`config.mk`:
```
export PLATFORM = sky130hd
export DESIGN_NAME = ntt_twiddle_generator
export DESIGN_NICKNAME = d
export VERILOG_FILES = /design/src/rtl/ntg_pkg.sv /design/src/rtl/ntt_twiddle_generator.sv
export SDC_FILE = /design/constraint.sdc
export NUM_CORES = 1
export LEC_CHECK = 0
export BUFFER_PORTS_ARGS = -buffer_cell sky130_fd_sc_hd__buf_4
export CORE_MARGIN = 10
export CORE_UTILIZATION = 55
export DETAILED_ROUTE_END_ITERATION = 10
export PLACE_DENSITY = 0.77
export SLEW_MARGIN = 25
export SYNTH_ARGS = -nofsm -noshare
export SYNTH_HDL_FRONTEND = slang
export SYNTH_SLANG_ARGS = --single-unit
```
`constraint.sdc`:
```
create_clock -name clock -period 9.7 [get_ports clock]
set_clock_uncertainty 0.15 [all_clocks]
set_input_delay 0.485 -clock clock [delete_from_list [all_inputs] [get_ports clock]]
set_output_delay 0.485 -clock clock [all_outputs]
set_load 0.1 [all_outputs]
```
`src/rtl/ntg_pkg.sv`:
```
// ----------------------------------------------------------------------------
// NTT twiddle generator package
// Shared types and fixed constants for the twiddle factor generator.
// ----------------------------------------------------------------------------
package ntg_pkg;

   localparam int INDEX_BITS     = 8;
   localparam int LOG2_SIZE_BITS = 4;
   localparam int CSR_INDEX_BITS = 2;

   localparam int MODULUS_RESET   = 3329;
   localparam int ROOT_RESET      = 17;
   localparam int PRESCALE_RESET  = 767;
   localparam int LOG2_SIZE_RESET = 7;

   typedef enum logic [CSR_INDEX_BITS-1:0] {
      CSR_MODULUS,
      CSR_ROOT,
      CSR_PRESCALE,
      CSR_LOG2_SIZE
   } csr_index_type;

   typedef enum logic [1:0] {
      ST_IDLE,
      ST_SQR,
      ST_MUL,
      ST_SCALE
   } state_type;

endpackage

```
`src/rtl/ntt_twiddle_generator.sv`:
```
// ----------------------------------------------------------------------------
// NTT twiddle generator
// Returns zeta raised to the bit-reversed table index, times a prescale
// factor, modulo a programmable modulus, using one bit-serial modular
// multiplier under a small sequencer.
// ----------------------------------------------------------------------------
//
//   Channel   Ports                                   Transfer
//   -------   -------------------------------------   --------------------------
//   request   start, busy, req_index                  start high, busy low
//   response  rsp_valid, rsp_twiddle                  rsp_valid high, one cycle
//   csr       csr_we, csr_index, csr_wdata            csr_we high
//
// Index zero (after masking) returns the root, else a zero modulus returns
// zero; the result appears in the cycle after the request transfer and busy
// stays low. Otherwise busy stays high while the bit-serial modular
// multiplier, which takes one operand bit per cycle, runs a square per index
// bit after the first, a multiply per set bit and a final prescale multiply.
// The result appears in the same cycle that busy falls; the next request may be
// taken in that same cycle. Reset is synchronous and restores the configuration
// registers and the sequencer state. The receiver cannot stall the response.
module ntt_twiddle_generator #(
   parameter int COEF_BITS     = 24,
   parameter int MAX_LOG2_SIZE = 8
) (
   input  logic                               clock,
   input  logic                               reset,
   input  logic                               start,
   output logic                               busy,
   input  logic [ntg_pkg::INDEX_BITS-1:0]     req_index,
   output logic                               rsp_valid,
   output logic [COEF_BITS-1:0]               rsp_twiddle,
   input  logic                               csr_we,
   input  logic [ntg_pkg::CSR_INDEX_BITS-1:0] csr_index,
   input  logic [COEF_BITS-1:0]               csr_wdata
);

   localparam int IW  = MAX_LOG2_SIZE;
   localparam int KW  = (MAX_LOG2_SIZE > 1) ? $clog2(MAX_LOG2_SIZE) : 1;
   localparam int NBW = $clog2(MAX_LOG2_SIZE + 1);
   localparam int CW  = $clog2(COEF_BITS);
   localparam int TW  = COEF_BITS + 2;
   localparam int EW  = IW + ntg_pkg::INDEX_BITS;

   logic [COEF_BITS-1:0]                    modulus_ff;
   logic [COEF_BITS-1:0]                    root_ff;
   logic [COEF_BITS-1:0]                    prescale_ff;
   logic [ntg_pkg::LOG2_SIZE_BITS-1:0]      log2_size_ff;

   ntg_pkg::state_type                      state_ff, state_in;
   logic [KW-1:0]                           step_ff, step_in;
   logic [IW-1:0]                           idx_ff, idx_in;
   logic [NBW-1:0]                          nbits_ff, nbits_in;
   logic [COEF_BITS-1:0]                    op_a_ff, op_a_in;
   logic [COEF_BITS-1:0]                    op_b_ff, op_b_in;
   logic [COEF_BITS-1:0]                    prod_ff, prod_in;
   logic [CW-1:0]                           cnt_ff, cnt_in;
   logic                                    rsp_valid_ff, rsp_valid_in;
   logic [COEF_BITS-1:0]                    rsp_twiddle_ff, rsp_twiddle_in;

   logic                                    accept;
   logic [EW-1:0]                           idx_ext;
   logic [IW-1:0]                           idx_start;
   logic [NBW-1:0]                          nbits_start;
   logic                                    trivial;
   logic                                    pass_done;
   logic                                    last_step;
   logic                                    start_last;
   logic [TW-1:0]                           sum;
   logic [TW-1:0]                           mod_x1;
   logic [TW-1:0]                           mod_x2;
   logic [COEF_BITS-1:0]                    prod_step;
   logic [COEF_BITS-1:0]                    acc_now;
   logic [COEF_BITS-1:0]                    acc_init;

   // Configuration registers.
   always_ff @(posedge clock) begin
      if (reset) begin
         modulus_ff   <= COEF_BITS'(ntg_pkg::MODULUS_RESET);
         root_ff      <= COEF_BITS'(ntg_pkg::ROOT_RESET);
         prescale_ff  <= COEF_BITS'(ntg_pkg::PRESCALE_RESET);
         log2_size_ff <= ntg_pkg::LOG2_SIZE_BITS'(ntg_pkg::LOG2_SIZE_RESET);
      end else if (csr_we) begin
         case (ntg_pkg::csr_index_type'(csr_index))
            ntg_pkg::CSR_MODULUS:   modulus_ff   <= csr_wdata;
            ntg_pkg::CSR_ROOT:      root_ff      <= csr_wdata;
            ntg_pkg::CSR_PRESCALE:  prescale_ff  <= csr_wdata;
            ntg_pkg::CSR_LOG2_SIZE:
               log2_size_ff <= csr_wdata[ntg_pkg::LOG2_SIZE_BITS-1:0];
            default: ;
         endcase
      end
   end

   assign accept = start && !busy;
   assign idx_ext = EW'(req_index);

   always_comb begin
      if (log2_size_ff > ntg_pkg::LOG2_SIZE_BITS'(MAX_LOG2_SIZE)) begin
         nbits_start = NBW'(MAX_LOG2_SIZE);
      end else begin
         nbits_start = NBW'(log2_size_ff);
      end
      for (int k = 0; k < IW; k++) begin
         idx_start[k] = idx_ext[k] && (NBW'(k) < nbits_start);
      end
   end

   assign trivial    = (idx_start == '0) || (modulus_ff == '0);
   assign start_last = (nbits_start <= NBW'(1));
   assign last_step  = ((NBW'(step_ff) + NBW'(1)) >= nbits_ff);
   assign pass_done  = (cnt_ff == '0);
   assign acc_init   = (modulus_ff == COEF_BITS'(1)) ? '0 : COEF_BITS'(1);

   // One step of the interleaved modular multiplier: prod = 2 * prod + bit * a mod q.
   always_comb begin
      sum    = {1'b0, prod_ff, 1'b0} + (op_b_ff[COEF_BITS-1] ? TW'(op_a_ff) : '0);
      mod_x1 = TW'(modulus_ff);
      mod_x2 = {1'b0, modulus_ff, 1'b0};
      if (sum >= mod_x2) begin
         prod_step = COEF_BITS'(sum - mod_x2);
      end else if (sum >= mod_x1) begin
         prod_step = COEF_BITS'(sum - mod_x1);
      end else begin
         prod_step = COEF_BITS'(sum);
      end
   end

   // Sequencer next state.
   always_comb begin
      state_in = state_ff;
      step_in  = step_ff;
      case (state_ff)
         ntg_pkg::ST_IDLE: begin
            if (accept && !trivial) begin
               step_in = '0;
               if (idx_start[0]) begin
                  state_in = ntg_pkg::ST_MUL;
               end else if (start_last) begin
                  state_in = ntg_pkg::ST_SCALE;
               end else begin
                  state_in = ntg_pkg::ST_SQR;
                  step_in  = KW'(1);
               end
            end
         end
         ntg_pkg::ST_SQR: begin
            if (pass_done) begin
               if (idx_ff[step_ff]) begin
                  state_in = ntg_pkg::ST_MUL;
               end else if (last_step) begin
                  state_in = ntg_pkg::ST_SCALE;
               end else begin
                  state_in = ntg_pkg::ST_SQR;
                  step_in  = KW'(NBW'(step_ff) + NBW'(1));
               end
            end
         end
         ntg_pkg::ST_MUL: begin
            if (pass_done) begin
               if (last_step) begin
                  state_in = ntg_pkg::ST_SCALE;
               end else begin
                  state_in = ntg_pkg::ST_SQR;
                  step_in  = KW'(NBW'(step_ff) + NBW'(1));
               end
            end
         end
         ntg_pkg::ST_SCALE: begin
            if (pass_done) begin
               state_in = ntg_pkg::ST_IDLE;
            end
         end
         default: state_in = ntg_pkg::ST_IDLE;
      endcase
   end

   // Datapath and result.
   always_comb begin
      idx_in         = idx_ff;
      nbits_in       = nbits_ff;
      op_a_in        = op_a_ff;
      op_b_in        = {op_b_ff[COEF_BITS-2:0], 1'b0};
      prod_in        = prod_step;
      cnt_in         = cnt_ff - CW'(1);
      rsp_valid_in   = 1'b0;
      rsp_twiddle_in = rsp_twiddle_ff;
      acc_now        = (state_ff == ntg_pkg::ST_IDLE) ? acc_init : prod_step;

      if (state_ff == ntg_pkg::ST_IDLE) begin
         idx_in   = idx_start;
         nbits_in = nbits_start;
         if (accept && trivial) begin
            rsp_valid_in   = 1'b1;
            rsp_twiddle_in = (idx_start == '0) ? root_ff : '0;
         end
      end

      if (state_ff == ntg_pkg::ST_SCALE && pass_done) begin
         rsp_valid_in   = 1'b1;
         rsp_twiddle_in = prod_step;
      end

      if (state_in != ntg_pkg::ST_IDLE
          && (state_ff == ntg_pkg::ST_IDLE || pass_done)) begin
         op_a_in = acc_now;
         prod_in = '0;
         cnt_in  = CW'(COEF_BITS - 1);
         case (state_in)
            ntg_pkg::ST_SQR:   op_b_in = acc_now;
            ntg_pkg::ST_MUL:   op_b_in = root_ff;
            ntg_pkg::ST_SCALE: op_b_in = prescale_ff;
            default:           op_b_in = acc_now;
         endcase
      end
   end

   always_ff @(posedge clock) begin
      if (reset) begin
         state_ff     <= ntg_pkg::ST_IDLE;
         step_ff      <= '0;
         rsp_valid_ff <= 1'b0;
      end else begin
         state_ff     <= state_in;
         step_ff      <= step_in;
         rsp_valid_ff <= rsp_valid_in;
      end
   end

   always_ff @(posedge clock) begin
      idx_ff         <= idx_in;
      nbits_ff       <= nbits_in;
      op_a_ff        <= op_a_in;
      op_b_ff        <= op_b_in;
      prod_ff        <= prod_in;
      cnt_ff         <= cnt_in;
      rsp_twiddle_ff <= rsp_twiddle_in;
   end

   assign busy        = (state_ff != ntg_pkg::ST_IDLE);
   assign rsp_valid   = rsp_valid_ff;
   assign rsp_twiddle = rsp_twiddle_ff;

   // No response is shown while a computation is still running.
   assert property (@(posedge clock) disable iff (reset) busy |-> !rsp_valid_ff)
      else $error("response strobe while busy");

   // Leaving the busy state always delivers the computed response.
   assert property (@(posedge clock) disable iff (reset) $fell(busy) |-> rsp_valid_ff)
      else $error("computation ended without a response");

   // The sequencer never walks past the active index bits.
   assert property (@(posedge clock) disable iff (reset)
      busy |-> (NBW'(step_ff) < nbits_ff))
      else $error("step counter beyond index width");

endmodule

```
### Yosys cells after proc, flatten, opt, wreduce, memory -nomap -nowiden

Cells that the tools add are included.

| storage, ports and cells | value |
|---|---|
| register bits | 195 |
| bits of input ports | 38 |
| logic and storage cells | 114 |
| output and inout port bits | 26 |

| operators by class | value |
|---|---|
| reduce and logical (&&, ||, !) cells | 33 |
| add/sub/neg operators | 5 |
| muxes and demuxes | 34 |
| magnitude comparators | 14 |
| equal/unequal tests | 13 |

Operators by type and width:

| operator | number |
|---|---|
| $mux 24 | 9 |
| $pmux 24 s2 | 1 |
| $sub 24x24->24 | 2 |
| $add 25x24->26 | 1 |
| $ge 26x24->1 | 1 |
| $ge 26x25->1 | 1 |
| $eq 24x1->1 const B | 1 |
| $logic_not 24->1 | 1 |
| $lt 3x4->1 const A | 4 |
| $mux 2 | 8 |
| $mux 3 | 5 |
| $logic_and 1x1->1 | 13 |
| $eq 2x2->1 const B | 6 |
| $reduce_and 2->1 | 5 |
| $pmux 3 s3 | 1 |
| $logic_not 8->1 | 1 |
| $lt 1x4->1 const A | 2 |
| $lt 2x4->1 const A | 2 |
| $ne 2x2->1 const B | 4 |
| $pmux 2 s4 | 1 |
| $reduce_bool 2->1 | 4 |
| $mux 1 | 7 |
| $logic_not 5->1 | 1 |
| $reduce_and 5->1 | 1 |
| other kinds (13) | 17 |

### Depth between registers and ports, before layout

| depth | value |
|---|---|
| depth after elaboration | 13 |
| depth in mapped cells | 22 |
| gate-level depth less buffers | 19 |

### Worst setup path after synthesis

OpenSTA, ideal clock, no wires.

| timing | value |
|---|---|
| path type | flip-flop to flip-flop |
| start point | register op_b_ff[23] |
| end point | register rsp_twiddle_ff[12] (netlist: rsp_twiddle[12]), data pin |
| required time | 9.282 ns |
| setup slack | 4.642 ns |
| clock period less this slack | 5.058 ns |
| stages on the path, launching flop included | 21 |
| data arrival time | 4.640 ns |
| path through | dfxtp_1 clkbuf_1 and2_1 ha_1 fa_1 a211oi_1 o21a_1 a211oi_1 or3_1 a21oi_1 xnor2_1 ha_1 nand4_1 and4b_1 nor3_2 a211o_1 o211ai_4 buf_12 mux2_2 mux2i_1 o21ai_0 |

| on the way | value |
|---|---|
| cells in the longest elaborated chain, start to end | 6 |
| elaborated cells between the ends (all ways) | 9 |
| those cells by class | add/sub (3); order compare (2); mux (4) |

RTL lines:

| element | line | text |
|---|---|---|
| from (decl) | ntt_twiddle_generator.sv:55 | `logic [COEF_BITS-1:0] op_b_ff, op_b_in;` |
| from (signal assigned) | ntt_twiddle_generator.sv:234 | `op_b_ff <= op_b_in;` |
| $mux 24 * | ntt_twiddle_generator.sv:117 | `sum = {1'b0, prod_ff, 1'b0} + (op_b_ff[COEF_BITS-1] ? TW'(op_a_ff) : '0);` |
| $add 25x24->26 * | ntt_twiddle_generator.sv:117 |  |
| $sub 24x24->24 or $ge 26x24->1 (tied branches) | ntt_twiddle_generator.sv:123, ntt_twiddle_generator.sv:122 |  |
| $mux 24 | ntt_twiddle_generator.sv:122 | `end else if (sum >= mod_x1) begin` |
| $mux 24 * | ntt_twiddle_generator.sv:120 | `if (sum >= mod_x2) begin` |
| $mux 24 * | ntt_twiddle_generator.sv:199 | `if (state_ff == ntg_pkg::ST_SCALE && pass_done) begin` |
| named net rsp_twiddle_in[12] | ntt_twiddle_generator.sv:59 | `logic [COEF_BITS-1:0] rsp_twiddle_ff, rsp_twiddle_in;` |
| to (signal assigned) | ntt_twiddle_generator.sv:237 | `rsp_twiddle_ff <= rsp_twiddle_in;` |
| to (decl) | ntt_twiddle_generator.sv:59 |  |

Mark *: on every way through the listed nets, which the timed path passes. The rest lies on a longest branch.
A chain may end at the register's enable or synchronous reset.

### Final worst setup path

| timing | value |
|---|---|
| start point | register op_b_ff[23] |
| end point | register op_a_ff[0], data pin |

| on the way | value |
|---|---|
| cells in the longest elaborated chain, start to end | 6 |
| elaborated cells between the ends (all ways) | 9 |
| those cells by class | add/sub (3); order compare (2); mux (4) |

RTL lines:

| element | line | text |
|---|---|---|
| $mux 24 * | ntt_twiddle_generator.sv:117 |  |
| $add 25x24->26 * | ntt_twiddle_generator.sv:117 |  |
| $sub 24x24->24 or $ge 26x24->1 (tied branches) | ntt_twiddle_generator.sv:123, ntt_twiddle_generator.sv:122 |  |
| $mux 24 | ntt_twiddle_generator.sv:122 |  |
| $mux 24 * | ntt_twiddle_generator.sv:120 |  |
| $mux 24 * | ntt_twiddle_generator.sv:188 | `acc_now = (state_ff == ntg_pkg::ST_IDLE) ? acc_init : prod_step;` |
| named net acc_now[0] | ntt_twiddle_generator.sv:73 | `logic [COEF_BITS-1:0] acc_now;` |
| to (signal assigned) | ntt_twiddle_generator.sv:233 | `op_a_ff <= op_a_in;` |
| to (decl) | ntt_twiddle_generator.sv:54 | `logic [COEF_BITS-1:0] op_a_ff, op_a_in;` |

Marks and branches as above.

==> flow_metrics.tcl <==
set metrics [dict create \
    area_share_of_the_largest_cell_type_after_synthesis_pct 22.1 \
    synthesis_to_layout_area_growth_pct 9.78 \
    finalNonFillerCells 1737 \
    cellPowerDensity_nw_per_um2 400 \
    grt_first_pass_wirelength_microns 55000 \
    max_fo_critical_path 26 \
    starting_density_of_the_core_pct 55.9 \
    critical_path.startpoint "op_b_ff[23]" \
    grt-ovfl-total 0 \
    hold_path.class "in -> reg" \
    num_vias 10800 \
    ys.flop_type "sky130_fd_sc_hd__dfxtp_1" \
    post_synth_main_area_contributors "sky130_fd_sc_hd__dfxtp_1 (22%), sky130_fd_sc_hd__edfxtp_1 (15%), sky130_fd_sc_hd__ha_1 (8.4%)" \
    post_route_design_area_sq_um 13400 \
    final-hold-violation-count 0 \
    ctsHtreeMaxLevel 4 \
    worst_path_dominant_cell_family "compound AO/OA/AOI/OAI gates" \
    fin_total_pwr_uw 5380 \
    post_dp_cell_area_sq_um 12800 \
    post_cts.repair.setup_buffers 0 \
    setup.worst_path.start_class "flip-flop" \
    netlist_area_sq_um 12200 \
    synth_async_sr_flop_share_pct 0 \
    fp.dieArea_sq_um 28600 \
    floorplan.io_pins 64 \
    synth.net_count 1540 \
    final_estimated_routing_congestion_in_global_placement 0.947 \
    grt_start_max_net_pins 83 \
    critical_path.cell_chain "buf_4, and2_1, ha_1, fa_1, a211oi_1, o21a_1, a211o_1, nand2_1, o41ai_1, xnor2_1, ha_1, a211oi_1, nor2_1, o41ai_1, nand4_1, a31oi_1, and2_1, nand2_1, a311oi_1, nor2_1" \
    fin_tns_setup_ps 0 \
    post-route-drc-count 0 \
    numClockSinks 195 \
    crit_path_end_kind "flip-flop" \
    worst_hold_path.num_cells 2 \
    drt_iter0_drc 1163 \
    post_synth_fa_ha_maj_area_fraction_pct 8.87 \
    final.hold.worst_slack_ps 116 \
    tritoncts_clock_tree "built" \
    critical-path-slowest-cell "sky130_fd_sc_hd__and2_1" \
    critPathKind "reg -> reg" \
    p_leak_uw 0.00553 \
    synthesis.yosys.warnings 0 \
    numCtsBuffers 17 \
    wire_per_inst_microns 20.0 \
    number_of_global_route_vias_before_repair 10000 \
    vdd.ir_drop.worst_uv 263 \
    multiplexer_fraction_of_the_synthesized_cell_area_pct 5.63 \
    dp.cells 1705 \
    post_synthesis_cell_type_count 97 \
    post_route_cells_drive_above_1_share_pct 11.3 \
    setup_viol 0 \
    worst_r2r_startpoint "op_b_ff[23]" \
    syn-mean-instance-area_sq_um 8.64 \
    critical_path_cell_count 20 \
    detailed_place_hpwl_microns 25800 \
    max_slew_margin_pct 30.2 \
    core.rowCount 54 \
    pins_over_their_slew_limit 0 \
    crit_buf_inv 1 \
    cap_violations 0 \
    worstPathRequired_ps 9730 \
    antenna_cells_inserted 0 \
    portBuffers 63 \
    number_of_antenna_violations_at_the_first_check_in_global_routing 0 \
    clk_latency_ps 440 \
    chipHeight_microns 169 \
    critical_path.max_stage_delay_ps 710 \
    period_needed_ps 6220 \
    rsz0062_at_grt "false" \
    post_cts.resized_instances 0 \
    max-clock-path-buffers 2 \
    global_route.usage.total_pct 23.7 \
    reg2reg_to "op_a_ff[0]" \
    arrival_ps 6250 \
    yosys.area_share.simple_pct 20.8 \
    synth-edff-count 60 \
    fmax_mhz 161 \
    synth_top_area_cell "sky130_fd_sc_hd__dfxtp_1" \
    worstSetupEndpoint "op_a_ff[0]" \
    drt_wl_total_microns 34800 \
    compound_gate_portion_of_the_synthesized_area_pct 19.4 \
    rrSetupSlack_ps 3480 \
    postRouteAntennaNets 0 \
    seq_area_frac_synth_pct 36.8 \
    post_drt_via_cell_ratio 6.19 \
    synth_top_family_by_area "simple AND/OR/NAND/NOR gates" \
    die_width_microns 169 \
    status "finished clean" \
    timing.final.crit_share_pct 64.1 \
    rr_worst_depth 20 \
    core-area_sq_um 21900 \
    path_clk_slew_ps 80 \
    cts-root-buf "sky130_fd_sc_hd__clkbuf_16" \
    synth-xor-area-share_pct 4.36 \
    syn_inst 1417 \
    synth-seq-cells 195 \
    hold_buf_cts 0 \
    finish.net_count 1567 \
    drt_pre_antenna_iters 9 \
    slew_at_the_pin_closest_to_its_max_slew_limit_ps 1040 \
]
==> power by group <==
group          internal (uW)  total [uW]  switching (uW)  leakage, uW
registers               1100        1190            85.7      0.00171
logic                   1270        3470            2200      0.00353
clock network            353         724             371     0.000291
total                   2730        5380            2650      0.00553
==> synthesized netlist by cell type, types with 8 or more instances <==
cell                       instances
sky130_fd_sc_hd__inv_1            50
sky130_fd_sc_hd__and3_1           13
sky130_fd_sc_hd__nand2b_1          9
sky130_fd_sc_hd__o21a_1           11
sky130_fd_sc_hd__a21o_1           19
sky130_fd_sc_hd__xnor2_1          42
sky130_fd_sc_hd__o211ai_1          8
sky130_fd_sc_hd__nand3b_1         15
sky130_fd_sc_hd__mux2i_1          30
sky130_fd_sc_hd__nor2b_1          12
sky130_fd_sc_hd__nand3_1          39
sky130_fd_sc_hd__a211o_1          10
sky130_fd_sc_hd__ha_1             82
sky130_fd_sc_hd__a211oi_1         13
sky130_fd_sc_hd__buf_2            14
sky130_fd_sc_hd__o31ai_1           9
sky130_fd_sc_hd__o21ai_1          14
sky130_fd_sc_hd__edfxtp_1         60
sky130_fd_sc_hd__nor2_1          112
sky130_fd_sc_hd__mux2_2           23
sky130_fd_sc_hd__o21ai_0          53
sky130_fd_sc_hd__xor2_1           19
sky130_fd_sc_hd__nor3_1           27
sky130_fd_sc_hd__clkbuf_1         40
sky130_fd_sc_hd__dfxtp_1         135
sky130_fd_sc_hd__nand2_1         227
sky130_fd_sc_hd__a31oi_1          11
sky130_fd_sc_hd__o221ai_1          8
sky130_fd_sc_hd__and2_1           43
sky130_fd_sc_hd__nand4_1          10
sky130_fd_sc_hd__a21oi_1         124
==> placed cells by master, fill, tap and decap left out, drive strengths merged, types with 28 or more instances in the layout <==
master / netlist / final
nand2: 228 / 228
mux2i: 31 / 31
nor2: 112 / 112
nor3: 29 / 29
o21ai: 68 / 68
mux2: 28 / 28
edfxtp: 60 / 60
nand3: 39 / 39
dfxtp: 135 / 135
a21oi: 129 / 129
and2: 43 / 43
buf: 24 / 72
inv: 51 / 58
xnor2: 42 / 42
ha: 82 / 82
==> per-layer routing <==
metal	vias up	wire length, microns	GRT usage, %
met5	-	0	0
met4	0	687	6.12
met3	49	3020	3.59
met2	507	15200	35.0
met1	5055	15900	35.3
li1	5148	-	-
==> state kept, by name, summed over array words and instances (netlist names) <==
signal        flops
cnt_ff            5
idx_ff            8
log2_size_ff      4
modulus_ff       24
nbits_ff          4
op_a_ff          24
op_b_ff          24
prescale_ff      24
prod_ff          24
root_ff          24
rsp_twiddle      24
rsp_valid         1
state_ff          2
step_ff           3
==> metrics by stage <==
stage | utilization, % | worst slack (ps)
after floorplan | - | 4640
after global placement | 58.6 | 3560
after detailed placement | 58.6 | 3370
after CTS | 61.4 | 3350
after global routing | 61.4 | 2960
final | 61.4 | 3480
==> cells by family after synthesis <==
kind of cell,after synthesis
XOR/XNOR,61
AND/OR/NAND/NOR,541
buffers and inverters,116
AO/OA/AOI/OAI,358
adder cells (fa/ha/maj),85
multiplexers,61
flip-flops,195
==> area by class of cell <==
class,count,area [sq um]
multi-input combinational,1106,7240
inverter,52,195
clock inverter,14,176
fill,1945,8450
timing repair buffer,72,548
sequential,195,4500
clock buffer,18,430
tap,280,350
==> worst min-delay path by stage <==
stage / start / to / slack (ps)
2_1_floorplan: cnt_ff[0] / cnt_ff[0] / 220
3_3_place_gp: cnt_ff[0] / cnt_ff[0] / 230
3_5_place_dp: cnt_ff[0] / cnt_ff[0] / 240
4_1_cts: csr_wdata[11] / modulus_ff[11] / 110
5_1_grt: csr_wdata[11] / modulus_ff[11] / 110
6_report: csr_wdata[8] / modulus_ff[8] / 120
No activity file was read; power rests on OpenSTA's default activity.
